File: src/sv/salc_pkg.sv
// ----------------------------------------------------------------------------
// salc_pkg: shared constants and types of the LRU tag cache
// Register indexes, opcode values, result field widths and the lookup
// status handed from the way logic to the top level.
// ----------------------------------------------------------------------------
package salc_pkg;

	// configuration port
	localparam int CFG_IDX_W  = 4;
	localparam int CFG_DATA_W = 3;
	localparam logic [CFG_IDX_W-1:0] CFG_WRITE_BACK  = CFG_IDX_W'(0);
	localparam logic [CFG_IDX_W-1:0] CFG_WAYS_IN_USE = CFG_IDX_W'(1);

	// request payload
	localparam int   ADDR_W   = 32;
	localparam logic OP_WRITE = 1'b1;

	// result payload
	localparam int WAY_FIELD_W = 2;
	localparam int COUNT_W     = 32;

	// outcome of one lookup
	typedef struct packed {
		logic                   hit;
		logic [WAY_FIELD_W-1:0] way;
	} lookup_status_t;

endpackage

File: src/sv/salc_way_logic.sv
// ----------------------------------------------------------------------------
// salc_way_logic: parallel tag compare and LRU update of one set
// Finds the hit way, else the first free way, else the oldest way, and
// builds the updated row: ages, valid, tag and dirty mark.
// ----------------------------------------------------------------------------
module salc_way_logic
	import salc_pkg::*;
#(
	parameter int WAYS  = 4,
	parameter int TAG_W = 20,
	parameter int WAY_W = 2,
	parameter int CNT_W = 3,
	parameter int LINE_W = TAG_W + WAY_W + 2,
	parameter int ROW_W  = WAYS * LINE_W
) (
	input  logic [ROW_W-1:0] row_in,
	input  logic [TAG_W-1:0] tag,
	input  logic             is_write,
	input  logic             write_back,
	input  logic [CNT_W-1:0] n_active,
	output logic [ROW_W-1:0] row_out,
	output lookup_status_t   status
);

	// line layout, lsb first: tag, age, dirty, valid
	localparam int AGE_W   = WAY_W;
	localparam int AGE_LSB = TAG_W;
	localparam int DRT_BIT = TAG_W + AGE_W;
	localparam int VLD_BIT = TAG_W + AGE_W + 1;
	localparam logic [AGE_W-1:0] AGE_MAX = AGE_W'(WAYS - 1);

	logic [WAYS-1:0]  vld, drt, act, match, free;
	logic [TAG_W-1:0] tg [WAYS];
	logic [AGE_W-1:0] ag [WAYS];

	logic             hit, found_free, age_all;
	logic [WAY_W-1:0] hit_way, free_way, vic_way, sel;
	logic [AGE_W-1:0] best, limit;

	// unpack and per-way compare
	for (genvar k = 0; k < WAYS; k++) begin : g_way
		assign vld[k]   = row_in[k*LINE_W + VLD_BIT];
		assign drt[k]   = row_in[k*LINE_W + DRT_BIT];
		assign ag[k]    = row_in[k*LINE_W + AGE_LSB +: AGE_W];
		assign tg[k]    = row_in[k*LINE_W +: TAG_W];
		assign act[k]   = CNT_W'(k) < n_active;
		assign match[k] = act[k] && vld[k] && (tg[k] == tag);
		assign free[k]  = act[k] && !vld[k];
	end

	// lowest matching way, lowest free way, oldest way
	always_comb begin
		hit_way  = '0;
		free_way = '0;
		for (int k = WAYS - 1; k >= 0; k--) begin
			if (match[k]) begin
				hit_way = WAY_W'(k);
			end
			if (free[k]) begin
				free_way = WAY_W'(k);
			end
		end
		best    = '0;
		vic_way = '0;
		for (int k = 0; k < WAYS; k++) begin
			if (act[k] && (ag[k] > best)) begin
				best    = ag[k];
				vic_way = WAY_W'(k);
			end
		end
	end

	assign hit        = |match;
	assign found_free = |free;
	assign age_all    = !hit && found_free;

	always_comb begin
		priority if (hit) begin
			sel = hit_way;
		end else if (found_free) begin
			sel = free_way;
		end else begin
			sel = vic_way;
		end
	end

	assign limit = ag[sel];

	// updated row
	always_comb begin
		row_out = row_in;
		for (int k = 0; k < WAYS; k++) begin
			if (WAY_W'(k) == sel) begin
				row_out[k*LINE_W + AGE_LSB +: AGE_W] = '0;
				if (hit) begin
					row_out[k*LINE_W + DRT_BIT] = is_write ? write_back : drt[k];
				end else begin
					row_out[k*LINE_W + VLD_BIT] = 1'b1;
					row_out[k*LINE_W + DRT_BIT] = is_write && write_back;
					row_out[k*LINE_W +: TAG_W]  = tag;
				end
			end else if (act[k] && vld[k] && (age_all || (ag[k] < limit))
					&& (ag[k] < AGE_MAX)) begin
				row_out[k*LINE_W + AGE_LSB +: AGE_W] = ag[k] + AGE_W'(1);
			end
		end
	end

	assign status.hit = hit;
	assign status.way = WAY_FIELD_W'(sel);

endmodule

File: config.mk
export PLATFORM = sky130hd
export DESIGN_NAME = salc_way_logic
export DESIGN_NICKNAME = d
export VERILOG_FILES = /design/src/sv/salc_pkg.sv /design/src/sv/salc_way_logic.sv
export SDC_FILE = /design/constraint.sdc
export NUM_CORES = 1
export LEC_CHECK = 0
export BUFFER_PORTS_ARGS = -buffer_cell sky130_fd_sc_hd__buf_2
export CORE_ASPECT_RATIO = 1.1
export CORE_MARGIN = 2
export CORE_UTILIZATION = 44
export DETAILED_ROUTE_END_ITERATION = 8
export MAX_ROUTING_LAYER = met4
export PLACE_DENSITY = 0.92
export SYNTH_ARGS = -nofsm -noshare
export SYNTH_HDL_FRONTEND = slang
export SYNTH_SLANG_ARGS = --single-unit
File: constraint.sdc
create_clock -name vclk -period 9
set_input_delay 1.35 -clock vclk [all_inputs]
set_output_delay 1.35 -clock vclk [all_outputs]
set_load 0.05 [all_outputs]
== After elaboration in Yosys (flattened, before gate mapping) ==
Cells that the tools add are included.
Word-level totals
  bits of input ports: 121
  register bits: 0
  word-level logic and storage cells: 118
Operators by class
  equality and inequality tests: 7
  multiplexer cells: 51
  add/sub/neg operators: 4
  reduce and logical (&&, ||, !) cells: 38
  bitwise gates (word level): 1
  order comparisons: 17
Operators with widths (count)
  $mux 20: 8
  $eq 20x20->1: 4
  $mux 2: 29
  $logic_and 1x1->1: 26
  $mux 1: 13
  $add 2x1->2 const B: 4
  $lt 2x2->1: 4
  $lt 2x2->1 const B: 4
  $reduce_or 4->1: 2
  $gt 2x2->1: 3
  $lt 1x3->1 const A: 2
  $lt 2x3->1 const A: 2
  $logic_not 1->1: 5
  $bmux 2 s2: 1
  $eq 2x2->1 const A: 2
  $logic_or 1x1->1: 4
  $ge 3x3->1 const B: 1
  $not 2->3: 1
  $eq 1x2->1 const A: 1
  $gt 2x1->1 const B: 1
  $logic_not 2->1: 1

== Depth between registers and ports, before layout ==
Gate-level depths: netlist (run 1).
  word-level depth: 24
  depth in mapped cells: 26
  gate-level depth less buffers: 25

== Worst setup path before layout (run 1) ==
No wires, ideal clock.
  path type: input-to-output
  from: input port n_active[2]
  to: output port row_out[20]
  path slack: 0.685 ns
  stages: 24
  data required time: 7.650 ns
  data arrival time: 6.965 ns
  buffers on the path: 1
  path through: buf_2 -> nor3_2 -> nor2_1 -> nand2_1 -> ha_1 -> nor2b_1 -> o221ai_1 -> nor2_1 -> a31oi_1 -> ha_1 -> nor2b_1 -> o211ai_1 -> mux2_2 -> ha_1 -> nand2_1 -> o211ai_1 -> o2111ai_1 -> a2bb2oi_1 -> o21ai_0 -> nand2_2 -> mux2i_4 -> maj3_1 -> nor2_1 -> o41ai_1
On the way
  cells in the longest elaborated chain, start to end: 24
  elaborated cells between the ends (all ways): 54
  classes of those cells: order compare: 8; mux: 21; bitwise: 1; reduce/logical: 24
Ends and longest elaborated chain
  start: declaration: line salc_way_logic.sv:20  | input logic [CNT_W-1:0] n_active,
  $lt 1x3->1: line salc_way_logic.sv:46  | assign act[k] = CNT_W'(k) < n_active;
  $logic_and 1x1->1: line salc_way_logic.sv:66  | if (act[k] && (ag[k] > best)) begin
  $mux 2: line salc_way_logic.sv:66
  $gt 2x2->1: line salc_way_logic.sv:66
  $logic_and 1x1->1: line salc_way_logic.sv:66
  $mux 2: line salc_way_logic.sv:66
  $gt 2x2->1: line salc_way_logic.sv:66
  $logic_and 1x1->1: line salc_way_logic.sv:66
  [7 not listed]
  $bmux 2 s2: line salc_way_logic.sv:87  | assign limit = ag[sel];
  $mux 2 (implied by the code) (2 in a row): line salc_way_logic.sv:87
  $lt 2x2->1: line salc_way_logic.sv:102  | end else if (act[k] && vld[k] && (age_all || (ag[k] < limit))
  $logic_or 1x1->1: line salc_way_logic.sv:102
  $logic_and 1x1->1: line salc_way_logic.sv:102
  $logic_and 1x1->1: line salc_way_logic.sv:103  | && (ag[k] < AGE_MAX)) begin
  $mux 2: line salc_way_logic.sv:102
  $mux 2 (*): line salc_way_logic.sv:93  | if (WAY_W'(k) == sel) begin
  end: declaration: line salc_way_logic.sv:21  | output logic [ROW_W-1:0] row_out,
Every way passes the cells marked *; elsewhere a longest branch is shown, timed or not. The select of a mux whose other input is x is not followed.

== Final worst setup path (run 1) ==
  from: input port row_in[21]
  to: output port row_out[69]
On the way
  cells in the longest elaborated chain, start to end: 24
  elaborated cells between the ends (all ways): 27
  classes of those cells: order compare: 5; eq/ne: 1; mux: 13; bitwise: 1; reduce/logical: 7
Ends and longest elaborated chain
  start: declaration: line salc_way_logic.sv:16  | input logic [ROW_W-1:0] row_in,
  $gt 2x1->1: line salc_way_logic.sv:66
  $logic_and 1x1->1: line salc_way_logic.sv:66
  $mux 2: line salc_way_logic.sv:66
  $gt 2x2->1: line salc_way_logic.sv:66
  $logic_and 1x1->1: line salc_way_logic.sv:66
  $mux 2: line salc_way_logic.sv:66
  $gt 2x2->1: line salc_way_logic.sv:66
  $logic_and 1x1->1: line salc_way_logic.sv:66
  [7 not listed]
  $bmux 2 s2: line salc_way_logic.sv:87
  $mux 2 (implied by the code) (2 in a row): line salc_way_logic.sv:87
  $lt 2x2->1: line salc_way_logic.sv:102
  $logic_or 1x1->1: line salc_way_logic.sv:102
  $logic_and 1x1->1: line salc_way_logic.sv:102
  $logic_and 1x1->1: line salc_way_logic.sv:103
  $mux 2: line salc_way_logic.sv:102
  $mux 2 (*): line salc_way_logic.sv:93
Marked as above.

==> run metrics, run 1 <==
status=finished, final reports clean; Power Total=526 uW; Internal Power=161 uW; FMAX=roughly 0.12 GHz; WS Path Type=in -> out; number of clock buffers in the layout=0; combinational power share=100.0%; Clock power frac=0%; RSZ-0062 raised after global routing=no; dpl cells=just under 700; layout cell share with drive strength beyond 1=56.0%; Min-Delay Path Class=in -> out; Layout Cells excl Fill=approximately 670; Seq/Total Area, Yosys=0%; IR drop worst, VDD=~0.00013 V; Syn Std Cell Area=3200 um2; Compound-Gate Fraction of Synth Area=between 10% and 20%; Syn. warnings=0; vias=3886; slew margin rel.=30.5%; ANT nets after route=0; Vias per Instance=5.77; Period Utilization, post-route=90.2%; post-DP HPWL=11.0 mm; hold buffers post-CTS=0; largest family of logic cells by synthesized area=multiplexers; Iteration-0 DRC Markers=140; Reg power frac=0%; pin count of the biggest net entering global routing=22; chip width=85.4 um; post-CTS resize count=0; final hold vios=0; design area=4240 um2; CP startpoint kind=input port; Synth Area in Simple Gates=19.8%; die area=7980 um2; Synth cell types=58; Worst-Margin Slew=1.04 ns; Gate Count Post-Synth=~400; register area=0 um2; Synth Area in Adders=5.55%; critical path arrival=6.77 ns; CP max FO=16; Lkg Pwr=2.05 nW; Final Max Slew Viols=0; Layout area overhead=32.5%; Syn Area/Cell=8.07 um2; Die H=a little over 90 um; Rows=32; gp weighted congestion=0.942; core area=7050 um2; Initial Util=45.5%; Final Setup Violations=0; number of I/O pins=220; Seq Cell Count=0; Pwr per Cell Area=approximately 120 nW/um2; vias in the first global route=3748; switching pwr=365 uW; max-cap violations=0; Port Buf Inserts=220; Post-Place Cell Area=4240 um2; Hold WS=3.11 ns; WL/cell=19.0 um; Critical Path Sink Type=primary output; initial antenna violation count=1; Worst EP required=approximately 7.7 ns; GRT Total Usage=30.7%; Synth Area in XOR/XNOR=22.6%; Final min period=~8 ns; total gr overflow=0; sw frac=69.4%; setup tns final=0 ns; Final #Nets=722; first-pass GRT wire length=~19 mm; Routed WL=between 10 and 15 mm; mux contribution to synthesized area=31.1%; Post-CTS Setup Bufs=0; DRC viols=0; 1st-pass router iterations=5; Mapped Nets=~530
[through the flow]
step / setup WS [ns] / utilization (%)
3_5_place_dp: 0.942 / 60.2
6_report: 0.878 / 60.2
5_1_grt: 0.452 / 60.2
3_3_place_gp: 1.03 / 60.2
4_1_cts: 0.929 / 60.2
2_1_floorplan: 0.685 / -
[cells in the mapped netlist, drive strengths merged, types with 2 or more instances]
cell     instances  area [um2]
mux2            81         912
xor2            71         644
buf             31         200
nand2           24        92.6
nor4            23         175
o21ai           22         110
nor2            16        60.1
inv             12        45.0
ha              11         138
xnor2            9        78.8
a21oi            8        40.0
nor3             8        45.0
nand4            7        43.8
mux2i            6        85.1
a31oi            5        31.3
nor2b            5        31.3
maj3             4        40.0
o211ai           4        43.8
or2              4        25.0
a21boi           3        22.5
nand2b           3        18.8
nand3            3        15.0
nand4b           3        26.3
a211o            2        17.5
a21o             2        15.0
a22o             2        17.5
a2bb2oi          2        17.5
and2             2        12.5
clkbuf           2        7.51
nand3b           2        15.0
nor4b            2        17.5
o211a            2        20.0
o22ai            2        18.8
o31ai            2        15.0
or3              2        17.5
or3b             2        17.5
[per-layer routing]
layer / part of all wire (%) / global-route usage [%] / vias to the layer above
met2: 51 / 55.8 / 197
met5: 0 / - / -
met3: 6.6 / 2.38 / 29
li1: - / - / 1826
met4: 2.9 / 9.52 / 0
met1: 39 / 35.7 / 1834
[kinds of logic (layout without fill, tap and decap cells)]
group           count (synthesis)  count (layout)
fa+ha+maj                      15              15
buf+inv                        45             236
other cells                     0               1
mux                            87              87
compound gates                 62              62
xor+xnor                       80              80
simple gates                  108             108
[worst max-delay path, stage by stage]
cell,delay [ns]
buf_2,0.15
inv_1,0.09
ha_1,0.20
nor2_1,0.14
nand2_1,0.08
ha_1,0.28
nor2b_1,0.13
o221ai_1,0.33
nor2_1,0.07
a31oi_1,0.25
ha_1,0.29
nor2b_1,0.14
o211ai_1,0.31
mux2_2,0.39
ha_1,0.27
nand2_1,0.05
o211ai_1,0.11
o2111ai_1,0.15
a2bb2oi_1,0.22
o21ai_0,0.11
nand2_2,0.20
mux2i_4,0.51
a211oi_1,0.11
or3b_1,0.42
a21boi_1,0.14
buf_2,0.27
[path summary, 6_finish.rpt]
| check | cells past startpoint | slack, ns | endpoint | from |
|---|---|---|---|---|
| worst max-delay path | 26 | 0.88 | row_out[69] | row_in[21] |
| worst min-delay path | 3 | 3.11 | row_out[20] | row_in[20] |
[power by group through the flow]
stage / registers [mW] / clock network, mW / logic, mW
after global placement: 0 / 0 / 0.517
final: 0 / 0.0000000149 / 0.526
after floorplan: 0 / 0 / 0.400
after global routing: 0 / 0.0000000149 / 0.551
after CTS: 0 / 0 / 0.523
after detailed placement: 0 / 0 / 0.521
[layout make-up]
class	count	area [um2]
Multi-Input combinational cell	352	2960
Fill cell	641	2800
Timing Repair Buffer	224	1130
Tap cell	85	106
Inverter	12	45.0
Antenna cell	1	2.50
[cell usage in the layout, fill, tap and decap left out, types with 3 or more instances in the layout]
cell and instances:
buf_2 220, mux2_2 81, xor2_1 68, nand2_1 23, o21ai_0 21, nor4_1 18, nor2_1 13, inv_1 12
ha_1 11, xnor2_1 9, a21oi_1 8, nor3_1 7, nand4_1 7, nor4_2 5, nor2b_1 5, a31oi_1 5
maj3_1 4, mux2i_1 4, or2_2 4, buf_4 4, nand4b_1 3, nand2b_1 3, xor2_2 3, nand3_1 3
o211ai_1 3, nor2_2 3
No activity file was read; power rests on OpenSTA's default activity.
==> run 2, diff against run 1 <==
--- a/config.mk
+++ b/config.mk
@@ -8,10 +8,10 @@
 export BUFFER_PORTS_ARGS = -buffer_cell sky130_fd_sc_hd__buf_2
 export CORE_ASPECT_RATIO = 1.1
 export CORE_MARGIN = 2
-export CORE_UTILIZATION = 44
+export CORE_UTILIZATION = 29
 export DETAILED_ROUTE_END_ITERATION = 8
 export MAX_ROUTING_LAYER = met4
-export PLACE_DENSITY = 0.92
+export PLACE_DENSITY = 0.68
 export SYNTH_ARGS = -nofsm -noshare
 export SYNTH_HDL_FRONTEND = slang
 export SYNTH_SLANG_ARGS = --single-unit
==> run metrics, run 2 (synthesis results as in run 1) <==
FMAX=0.123 GHz (-0.40%); max-cap violations=0 (unchanged); Initial Util=29.5% (-16 points); setup tns final=0 ns (unchanged); chip width=104 um (+22%); fin util=39.9% (-20 points); WL/cell=18.6 um (-2.4%); Final Setup Violations=0 (unchanged); post-CTS resize count=0 (unchanged); Iteration-0 DRC Markers=117 (-16%); number of fill cells in the layout=1195 (+86%); Routed WL=13.6 mm (+6.4%); RSZ-0062 raised after global routing=no; total gr overflow=0 (unchanged); Final min period=8.15 ns (+0.0324 ns); most common cell after layout, fill and taps aside=buf_2; ANT nets after route=0 (unchanged); slew margin rel.=50.8% (+20 points); first-pass GRT wire length=20.3 mm (+7.0%); die area=11900 um2 (+49%); Vias per Instance=5.13 (-11%); Final Max Slew Viols=0 (unchanged); vias=3774 (-2.9%); Critical Path Sink Type=primary output; Min-Delay Path Class=in -> out; Worst EP required=7.65 ns (about the same); number of clock buffers in the layout=0 (unchanged); IR drop worst, VDD=0.000118 V (-11%); number of I/O pins=220 (unchanged); vias in the first global route=3747 (-0.027%); DRC viols=0 (unchanged); Port Buf Inserts=220 (unchanged); hold buffers post-CTS=0 (unchanged); core area=10900 um2 (+54%); CP startpoint kind=input port; Final #Nets=722 (unchanged); Antenna diodes=0 (-1); Lkg Pwr=2.05 nW (+0.14%); 1st-pass router iterations=4 (-1); critical path arrival=6.80 ns (+0.03 ns); Seq Cell Count=0 (unchanged); register area=0 um2 (unchanged); Period Utilization, post-route=90.6% (+0.36 points); Layout area overhead=35.2%; status=finished, final reports clean; Rows=40 (+25%); initial antenna violation count=0 (-1); pin count of the biggest net entering global routing=22 (unchanged); post-DP HPWL=11.7 mm (+6.2%); Die H=114 um (+22%); Post-CTS Setup Bufs=0 (unchanged); layout cell share with drive strength beyond 1=56.0% (unchanged); GRT Total Usage=22.0% (-8.7 points); WS Path Type=in -> out; final hold vios=0 (unchanged); most frequent cells in the layout=220 x buf_2, 81 x mux2_2, 68 x xor2_1, 23 x nand2_1, 21 x o21ai_0; CP max FO=7 (-9); gp weighted congestion=0.802 (-15%); Worst-Margin Slew=0.735 ns (-0.308 ns); Power Total=527 uW (+0.26%); Pwr per Cell Area=122 nW/um2 (-1.8%)
run 2: changes by cell type in the layout (fill, tap and decap cells not counted):
cell     previous run  this run
diode_2             1         0
buf_4               4         3
buf_12              0         1
run 2: per-layer routing:
layer  GRT usage [%]  wire length [um]  share of wire, %
met5               -                 0                 0
met4            3.33               223               1.6
met3            1.31               589               4.3
met2            43.0              7280                53
met1            25.2              5550                41
run 2: area by class of cell:
type / instances / area [um2] / area share [%]
timing repair buffer: 224 / 1140 / 26.4
multi-input combinational: 352 / 2960 / 68.3
inverter: 12 / 45.0 / 1.04
tap: 147 / 184 / 4.25
run 2: path summary, 6_finish.rpt:
check | startpoint | to | slack [ns] | cells after the start
setup / recovery | row_in[21] | row_out[69] | 0.85 | 25
hold / removal | row_in[20] | row_out[20] | 3.12 | 3
run 2: report_power, final:
part	leakage, nW	total (mW)	switching (mW)	internal [mW]
Combinational	2.05	0.527	0.366	0.162
Sequential	0	0	0	0
Clock	0	0	0	0
Total	2.05	0.527	0.366	0.162
run 2: per-stage QoR:
stage               cell area, um2  hold WS, ns  cells  setup slack [ns]
global route                  4330         3.16    735             0.302
finish                        4330         3.12    735             0.846
global placement              4330         3.11    735             0.978
CTS                           4330         3.12    735             0.884
detailed placement            4330         3.12    735             0.898
floorplan                     3200         2.95    397             0.685
run 2: worst max-delay path: stages:
cell      delay (ns)
buf_2           0.17
inv_1           0.09
ha_1            0.20
nor2_1          0.16
nand2_1         0.08
ha_1            0.28
nor2b_1         0.13
o221ai_1        0.33
nor2_1          0.07
a31oi_1         0.23
ha_1            0.28
nor2b_1         0.15
o211ai_1        0.32
mux2_2          0.39
ha_1            0.27
nand2_1         0.06
o211ai_1        0.11
a31oi_1         0.36
nor2_1          0.10
a31oi_1         0.59
o22ai_1         0.24
a211oi_1        0.33
o31ai_1         0.10
a21boi_1        0.13
buf_2           0.28
